--- config.mk ---
export PLATFORM = sky130hd
export DESIGN_NAME = running_average_filter
export DESIGN_NICKNAME = d
export VERILOG_FILES = /design/src/design/rafilt_pkg.sv /design/src/design/rafilt_ram.sv /design/src/design/rafilt_front.sv /design/src/design/rafilt_queue.sv /design/src/design/rafilt_back.sv /design/src/design/running_average_filter.sv
export SDC_FILE = /design/constraint.sdc
export NUM_CORES = 1
export LEC_CHECK = 0
export BUFFER_PORTS_ARGS = -buffer_cell sky130_fd_sc_hd__buf_4
export CAP_MARGIN = 10
export CELL_PAD_IN_SITES_DETAIL_PLACEMENT = 1
export CELL_PAD_IN_SITES_GLOBAL_PLACEMENT = 1
export CORE_MARGIN = 4
export CORE_UTILIZATION = 40
export DETAILED_ROUTE_END_ITERATION = 10
export PLACE_DENSITY = 0.62
export SETUP_SLACK_MARGIN = 0.5
export SYNTH_ARGS = -nofsm -noshare
export SYNTH_HDL_FRONTEND = slang
export SYNTH_HIERARCHICAL = 1
export SYNTH_SLANG_ARGS = --single-unit
--- constraint.sdc ---
create_clock -name clock -period 14.1 [get_ports clock]
set_clock_uncertainty 0.15 [all_clocks]
set_input_delay 1.41 -clock clock [delete_from_list [all_inputs] [get_ports clock]]
set_output_delay 1.41 -clock clock [all_outputs]
set_load 0.01 [all_outputs]
--- src/design/rafilt_pkg.sv ---
package rafilt_pkg;

   // width of the average field on the result channel
   localparam int AVG_W = 12;

   // status codes on the result channel
   localparam logic STATUS_VALID   = 1'b0;
   localparam logic STATUS_FILLING = 1'b1;

endpackage

--- src/design/rafilt_ram.sv ---
module rafilt_ram #(
   parameter int WIDTH = 12,
   parameter int DEPTH = 8,
   parameter int AW    = 3
) (
   input  logic             clock,
   input  logic             wr_en,
   input  logic [AW-1:0]    wr_addr,
   input  logic [WIDTH-1:0] wr_data,
   input  logic [AW-1:0]    rd_addr,
   output logic [WIDTH-1:0] rd_data
);

   logic [WIDTH-1:0] mem [DEPTH];
   logic [WIDTH-1:0] rd_data_ff;

   // read-first, registered read port
   always_ff @(posedge clock) begin
      if (wr_en) begin
         mem[wr_addr] <= wr_data;
      end
      rd_data_ff <= mem[rd_addr];
   end

   assign rd_data = rd_data_ff;

endmodule

--- src/design/rafilt_front.sv ---
module rafilt_front import rafilt_pkg::*; #(
   parameter int DEPTH       = 8,
   parameter int SAMPLE_BITS = 12,
   parameter int SUM_W       = 15,
   parameter int IDX_W       = 3
) (
   input  logic                   clock,
   input  logic                   reset,
   input  logic                   req_valid,
   input  logic                   req_stall,
   input  logic [SAMPLE_BITS-1:0] req_sample,
   output logic                   push,
   output logic [SUM_W-1:0]       push_sum,
   output logic                   push_status
);

   localparam logic [IDX_W-1:0] LAST_SLOT = IDX_W'(DEPTH - 1);

   logic                   accept;
   logic [IDX_W-1:0]       slot_ff, slot_in;
   logic                   full_ff, full_in;
   logic [SUM_W-1:0]       sum_ff, sum_in;
   logic                   byp_ff, byp_in;
   logic [SAMPLE_BITS-1:0] byp_data_ff;
   logic [SAMPLE_BITS-1:0] rd_data;
   logic [SAMPLE_BITS-1:0] oldest;
   logic [SUM_W-1:0]       sum_less;
   logic                   wrap;

   assign accept = req_valid && !req_stall;

   // ring buffer, read one slot ahead so the leaving sample is ready
   rafilt_ram #(
      .WIDTH (SAMPLE_BITS),
      .DEPTH (DEPTH),
      .AW    (IDX_W)
   ) u_ram (
      .clock   (clock),
      .wr_en   (accept),
      .wr_addr (slot_ff),
      .wr_data (req_sample),
      .rd_addr (slot_in),
      .rd_data (rd_data)
   );

   // a write to the slot being read lands after the read, so forward it
   assign oldest = byp_ff ? byp_data_ff : rd_data;

   always_comb begin
      wrap     = (slot_ff == LAST_SLOT);
      sum_less = full_ff ? (sum_ff - SUM_W'(oldest)) : sum_ff;
      slot_in  = slot_ff;
      full_in  = full_ff;
      sum_in   = sum_ff;
      if (accept) begin
         slot_in = wrap ? '0 : slot_ff + IDX_W'(1);
         full_in = full_ff | wrap;
         sum_in  = sum_less + SUM_W'(req_sample);
      end
      byp_in = accept && (slot_in == slot_ff);
   end

   assign push        = accept;
   assign push_sum    = full_in ? sum_in : '0;
   assign push_status = full_in ? STATUS_VALID : STATUS_FILLING;

   always_ff @(posedge clock) begin
      if (reset) begin
         slot_ff <= '0;
         full_ff <= 1'b0;
         sum_ff  <= '0;
         byp_ff  <= 1'b0;
      end else begin
         slot_ff <= slot_in;
         full_ff <= full_in;
         sum_ff  <= sum_in;
         byp_ff  <= byp_in;
      end
   end

   always_ff @(posedge clock) begin
      byp_data_ff <= req_sample;
   end

endmodule

--- src/design/rafilt_queue.sv ---
module rafilt_queue #(
   parameter int SUM_W = 15
) (
   input  logic             clock,
   input  logic             reset,
   input  logic             push,
   input  logic [SUM_W-1:0] push_sum,
   input  logic             push_status,
   input  logic             pop,
   output logic             q_valid,
   output logic             q_full,
   output logic [SUM_W-1:0] q_sum,
   output logic             q_status
);

   localparam int ENTRIES = 2;
   localparam int PTR_W   = 1;
   localparam int CNT_W   = 2;

   logic [SUM_W-1:0] sum_ff [ENTRIES];
   logic             sts_ff [ENTRIES];
   logic [PTR_W-1:0] wr_ptr_ff, wr_ptr_in;
   logic [PTR_W-1:0] rd_ptr_ff, rd_ptr_in;
   logic [CNT_W-1:0] count_ff, count_in;
   logic             do_pop;

   assign q_valid  = (count_ff != '0);
   assign q_full   = (count_ff == CNT_W'(ENTRIES));
   assign q_sum    = sum_ff[rd_ptr_ff];
   assign q_status = sts_ff[rd_ptr_ff];
   assign do_pop   = pop && q_valid;

   always_comb begin
      wr_ptr_in = push   ? wr_ptr_ff + 1'b1 : wr_ptr_ff;
      rd_ptr_in = do_pop ? rd_ptr_ff + 1'b1 : rd_ptr_ff;
      count_in  = count_ff + CNT_W'(push) - CNT_W'(do_pop);
   end

   always_ff @(posedge clock) begin
      if (reset) begin
         wr_ptr_ff <= '0;
         rd_ptr_ff <= '0;
         count_ff  <= '0;
      end else begin
         wr_ptr_ff <= wr_ptr_in;
         rd_ptr_ff <= rd_ptr_in;
         count_ff  <= count_in;
      end
   end

   always_ff @(posedge clock) begin
      if (push) begin
         sum_ff[wr_ptr_ff] <= push_sum;
         sts_ff[wr_ptr_ff] <= push_status;
      end
   end

endmodule

--- src/design/rafilt_back.sv ---
module rafilt_back import rafilt_pkg::*; #(
   parameter int DEPTH = 8,
   parameter int SUM_W = 15
) (
   input  logic             clock,
   input  logic             reset,
   input  logic             q_valid,
   input  logic [SUM_W-1:0] q_sum,
   input  logic             q_status,
   output logic             pop,
   output logic             rsp_valid,
   input  logic             rsp_stall,
   output logic [AVG_W-1:0] rsp_average,
   output logic             rsp_status
);

   localparam int LOG_D = $clog2(DEPTH);
   localparam int SHIFT = SUM_W + LOG_D;
   localparam int MW    = SUM_W + 1;
   localparam int KW    = (MW + 1) / 2;
   localparam int HW    = MW - KW;
   localparam int LO_W  = SUM_W + KW;
   localparam int HI_W  = SUM_W + HW;
   localparam int PW    = SUM_W + MW;
   localparam int QW    = PW - SHIFT;
   // ceil(2^SHIFT / DEPTH), exact floor division for every sum below 2^SUM_W
   localparam logic [63:0] RECIP =
      ((64'd1 << SHIFT) + 64'(DEPTH) - 64'd1) / 64'(DEPTH);
   localparam logic [KW-1:0] RECIP_LO = RECIP[KW-1:0];
   localparam logic [HW-1:0] RECIP_HI = RECIP[MW-1:KW];

   logic                adv;
   logic                vld1_ff, vld2_ff;
   logic [LO_W-1:0]     lo_ff, lo_in;
   logic [HI_W-1:0]     hi_ff, hi_in;
   logic                sts1_ff, sts2_ff;
   logic [PW-1:0]       prod;
   logic [QW-1:0]       quo;
   logic [QW+AVG_W-1:0] quo_wide;
   logic [AVG_W-1:0]    avg_ff, avg_in;

   // whole pipe moves unless the result register is held
   assign adv = !(vld2_ff && rsp_stall);
   assign pop = adv && q_valid;

   // sum times reciprocal, split into two partial products
   assign lo_in = LO_W'(q_sum) * LO_W'(RECIP_LO);
   assign hi_in = HI_W'(q_sum) * HI_W'(RECIP_HI);

   // recombine and keep the quotient bits
   assign prod     = {hi_ff, {KW{1'b0}}} + PW'(lo_ff);
   assign quo      = prod[PW-1:SHIFT];
   assign quo_wide = {{AVG_W{1'b0}}, quo};
   assign avg_in   = quo_wide[AVG_W-1:0];

   always_ff @(posedge clock) begin
      if (reset) begin
         vld1_ff <= 1'b0;
         vld2_ff <= 1'b0;
      end else if (adv) begin
         vld1_ff <= q_valid;
         vld2_ff <= vld1_ff;
      end
   end

   always_ff @(posedge clock) begin
      if (adv) begin
         lo_ff   <= lo_in;
         hi_ff   <= hi_in;
         sts1_ff <= q_status;
         avg_ff  <= avg_in;
         sts2_ff <= sts1_ff;
      end
   end

   assign rsp_valid   = vld2_ff;
   assign rsp_average = avg_ff;
   assign rsp_status  = sts2_ff;

endmodule

--- src/design/running_average_filter.sv ---
// path: an accepted item is written into the queue, then registered in the product
// stage and then in the output register; a result stall can hold it in between
// throughput: one item per cycle unless req_stall is high; ring buffer and running sum
// update together; divide by DEPTH is a reciprocal multiply over two pipeline stages
// reset: synchronous active high, clears slot, fill flag, running sum, queue and pipe
// valids; the sample ring buffer holds whatever it had, its data never used before written
module running_average_filter import rafilt_pkg::*; #(
   parameter int DEPTH       = 8,
   parameter int SAMPLE_BITS = 12
) (
   input  logic                   clock,
   input  logic                   reset,
   // sample input channel
   input  logic                   req_valid,
   output logic                   req_stall,
   input  logic [SAMPLE_BITS-1:0] req_sample,
   // average result channel
   output logic                   rsp_valid,
   input  logic                   rsp_stall,
   output logic [AVG_W-1:0]       rsp_average,
   output logic                   rsp_status
);

   // full-width running sum: DEPTH samples of SAMPLE_BITS each
   localparam int SUM_W = SAMPLE_BITS + $clog2(DEPTH);
   // ring buffer slot index, at least one bit
   localparam int IDX_W = (DEPTH > 1) ? $clog2(DEPTH) : 1;

   // front to queue
   logic             push;
   logic [SUM_W-1:0] push_sum;
   logic             push_status;

   // queue to back
   logic             q_valid;
   logic             q_full;
   logic [SUM_W-1:0] q_sum;
   logic             q_status;
   logic             pop;

   // input side stalls only when the queue has no free entry
   assign req_stall = q_full;

   // front: ring buffer write, running sum and fill tracking per item
   rafilt_front #(
      .DEPTH       (DEPTH),
      .SAMPLE_BITS (SAMPLE_BITS),
      .SUM_W       (SUM_W),
      .IDX_W       (IDX_W)
   ) u_front (
      .clock       (clock),
      .reset       (reset),
      .req_valid   (req_valid),
      .req_stall   (req_stall),
      .req_sample  (req_sample),
      .push        (push),
      .push_sum    (push_sum),
      .push_status (push_status)
   );

   // two-entry queue decouples the sum update from the divider
   rafilt_queue #(
      .SUM_W (SUM_W)
   ) u_queue (
      .clock       (clock),
      .reset       (reset),
      .push        (push),
      .push_sum    (push_sum),
      .push_status (push_status),
      .pop         (pop),
      .q_valid     (q_valid),
      .q_full      (q_full),
      .q_sum       (q_sum),
      .q_status    (q_status)
   );

   // back: sum / DEPTH by reciprocal multiply, second stage is the output register
   rafilt_back #(
      .DEPTH       (DEPTH),
      .SUM_W       (SUM_W)
   ) u_back (
      .clock       (clock),
      .reset       (reset),
      .q_valid     (q_valid),
      .q_sum       (q_sum),
      .q_status    (q_status),
      .pop         (pop),
      .rsp_valid   (rsp_valid),
      .rsp_stall   (rsp_stall),
      .rsp_average (rsp_average),
      .rsp_status  (rsp_status)
   );

`ifndef ASSERT_OFF
   // a window still filling always reports a zero average
   a_filling_zero: assert property (@(posedge clock) disable iff (reset)
      (rsp_valid && rsp_status == STATUS_FILLING) |-> (rsp_average == '0))
      else $error("nonzero average while window filling");

   // the front only forwards a zero sum for a filling window
   a_queue_zero: assert property (@(posedge clock) disable iff (reset)
      (q_valid && q_status == STATUS_FILLING) |-> (q_sum == '0))
      else $error("nonzero sum queued while window filling");

   // a full queue must present an item to the divider
   a_full_has_item: assert property (@(posedge clock) disable iff (reset)
      q_full |-> q_valid)
      else $error("queue full without a valid head item");
`endif

endmodule
==> impl_metrics.json <==
{
  "status": "finished, final reports clean",
  "grt.total_usage_pct": 15.8,
  "design_area_um2": 9770,
  "post-cts-setup-buffers": 0,
  "most-common-layout-cells": "edfxtp_1, dfxtp_1, nor2_1, buf_4, a21oi_1",
  "power.density_nw_per_um2": 174,
  "via_per_inst": 5.29,
  "nNetsFinal": 667,
  "tritoncts": "yes",
  "route.detailed.drc": 0,
  "critPathMaxFanout": 12,
  "totalWireLength_um": 18000,
  "min_period_over_period_pct": 36.3,
  "fmax_mhz": 196,
  "io_pins": 31,
  "die_w_um": 155,
  "drive_gt1_share_pct": 17.5,
  "fin_cells": 908,
  "die_h_um": 155,
  "ant_nets": 0,
  "worstMarginPinSlew_ps": 1140,
  "rsz0062_at_grt": "no",
  "arrival_ps": 5130,
  "cp-end-kind": "register",
  "clockBufferDepth": 2,
  "clk_pin_slew_worst_paths_ps": 80,
  "whs_ps": 270,
  "final_max_slew_viol_count": 0,
  "cts_hold_buffers": 0,
  "syn_nets": 629,
  "cts_htree_levels": 4,
  "place_area_um2": 9190,
  "setup.worst_path.start_class": "register",
  "final_util_pct": 46.2,
  "antennaDiodeCount": 0,
  "final.min_clock_period_ps": 5110,
  "ir_drop_v": 0.0000810,
  "via_count": 4800,
  "nFillCells": 2087,
  "synth_area_um2": 8650,
  "numCtsBuffers": 17,
  "multiInputGateArea_um2": 3060,
  "dpl.hpwl_um": 12200,
  "initial_utilization_pct": 40.9,
  "io_buffers": 30,
  "gp_congestion": 0.859,
  "seq_area_um2": 5470,
  "grt_max_degree": 29,
  "num_rows": 53,
  "ctsResizeCount": 0,
  "layout_commonest_cell": "edfxtp_1",
  "dp.cells": 876,
  "finalHoldViolCount": 0,
  "cts_sinks": 199,
  "overflow": 0,
  "max-cap-violations": 0,
  "yosys_warnings": 6,
  "path_class": "register to register",
  "wl_per_cell_um": 19.9,
  "synthCells": 582,
  "core_area_um2": 21200,
  "clk_latency_ps": 420,
  "antenna_found_initial": 0,
  "grt_pass1_vias": 5233,
  "worstPathRequired_ps": 14120,
  "slew_headroom_pct": 23.8,
  "clockRootBuffer": "clkbuf_16",
  "grt_pass1_wl_um": 29000,
  "synth.avg_cell_area_um2": 14.9,
  "dr.pass1.iters": 4,
  "hold_path_class": "register to register",
  "die-area_um2": 24100,
  "drt_iter0_drc": 248,
  "area_delta_synth_final_pct": 12.9,
  "tns_ps": 0,
  "p_leak_nw": 3.57,
  "finalSetupViolations": 0
}
## critical path, stage by stage, from the launching register on
cell and delay (ps):
dfxtp_1 800, mux2_2 410, ha_1 210, nand2b_1 160, a21oi_1 320, o211a_1 240
o21a_1 120, o21ai_0 100, nor2b_1 170, xnor2_1 120, mux2_2 270, ha_1 330
nand2_1 110, nand2b_1 60, a41oi_1 240, o21ai_1 250, nand4_1 160, nor3_1 50
a41o_1 220, or3_1 350
## state kept, by name, indices dropped and copies added, names as in the netlist, named ones only
name,cells
u_front/slot_ff,3
u_back/sts1_ff,1
u_front/full_ff,1
u_front/u_ram/rd_data,12
u_back/hi_ff,12
u_queue/count_ff,2
u_queue/sts_ff,2
u_back/rsp_status,1
u_queue/rd_ptr_ff,1
u_back/rsp_average,12
u_queue/sum_ff,24
u_back/vld1_ff,1
u_front/byp_ff,1
u_front/u_ram/mem,96
u_queue/wr_ptr_ff,1
u_front/byp_data_ff,12
u_front/sum_ff,15
u_back/rsp_valid,1
## power by group
part           total (W)  switching [W]  internal [W]  leakage (nW)
Sequential      0.000779      0.0000465      0.000732          1.82
Clock           0.000483       0.000230      0.000253         0.288
Combinational   0.000435       0.000222      0.000213          1.46
Total            0.00170       0.000498       0.00120          3.57
## through the flow
stage | total power (W) | setup WS [ps]
after floorplan | 0.00111 | 9520
after global placement | 0.00122 | 9180
after detailed placement | 0.00123 | 9010
after global routing | 0.00180 | 8630
after CTS | 0.00172 | 8980
final | 0.00170 | 8990
## final cells by class
| type | instances | area share, % |
|---|---|---|
| Clock buffer | 18 | 4.39 |
| Clock inverter | 14 | 1.60 |
| Inverter | 10 | 0.384 |
| Sequential cell | 199 | 55.9 |
| Tap cell | 275 | 3.52 |
| Multi-Input combinational cell | 354 | 31.3 |
| Timing Repair Buffer | 38 | 2.92 |
## final timing paths
| path | start | end | slack [ps] | cells past startpoint |
|---|---|---|---|---|
| worst max-delay path | u_front/byp_ff$_SDFF_PP0_ | u_queue/sum_ff[0][14]$_DFFE_PP_ | 8990 | 19 |
| worst min-delay path | u_back/hi_ff[13]$_DFFE_PN_ | u_back/rsp_average[3]$_DFFE_PN_ | 270 | 0 |
| worst max register to register | u_front/byp_ff$_SDFF_PP0_ | u_queue/sum_ff[0][14]$_DFFE_PP_ | 8990 | 19 |
| worst min register to register | u_back/hi_ff[13]$_DFFE_PN_ | u_back/rsp_average[3]$_DFFE_PN_ | 270 | 0 |
## routing by layer
layer | part of all wire, % | vias to the layer above | wire [µm] | global-route usage [%]
li1 | - | 2294 | - | -
met4 | 1.0 | 0 | 187 | 4.04
met3 | 1.8 | 15 | 329 | 2.70
met1 | 44 | 2447 | 8030 | 19.9
met2 | 53 | 44 | 9500 | 28.3
met5 | 0 | - | 0 | 0
Note: power is estimated with default switching activity, not from simulation.
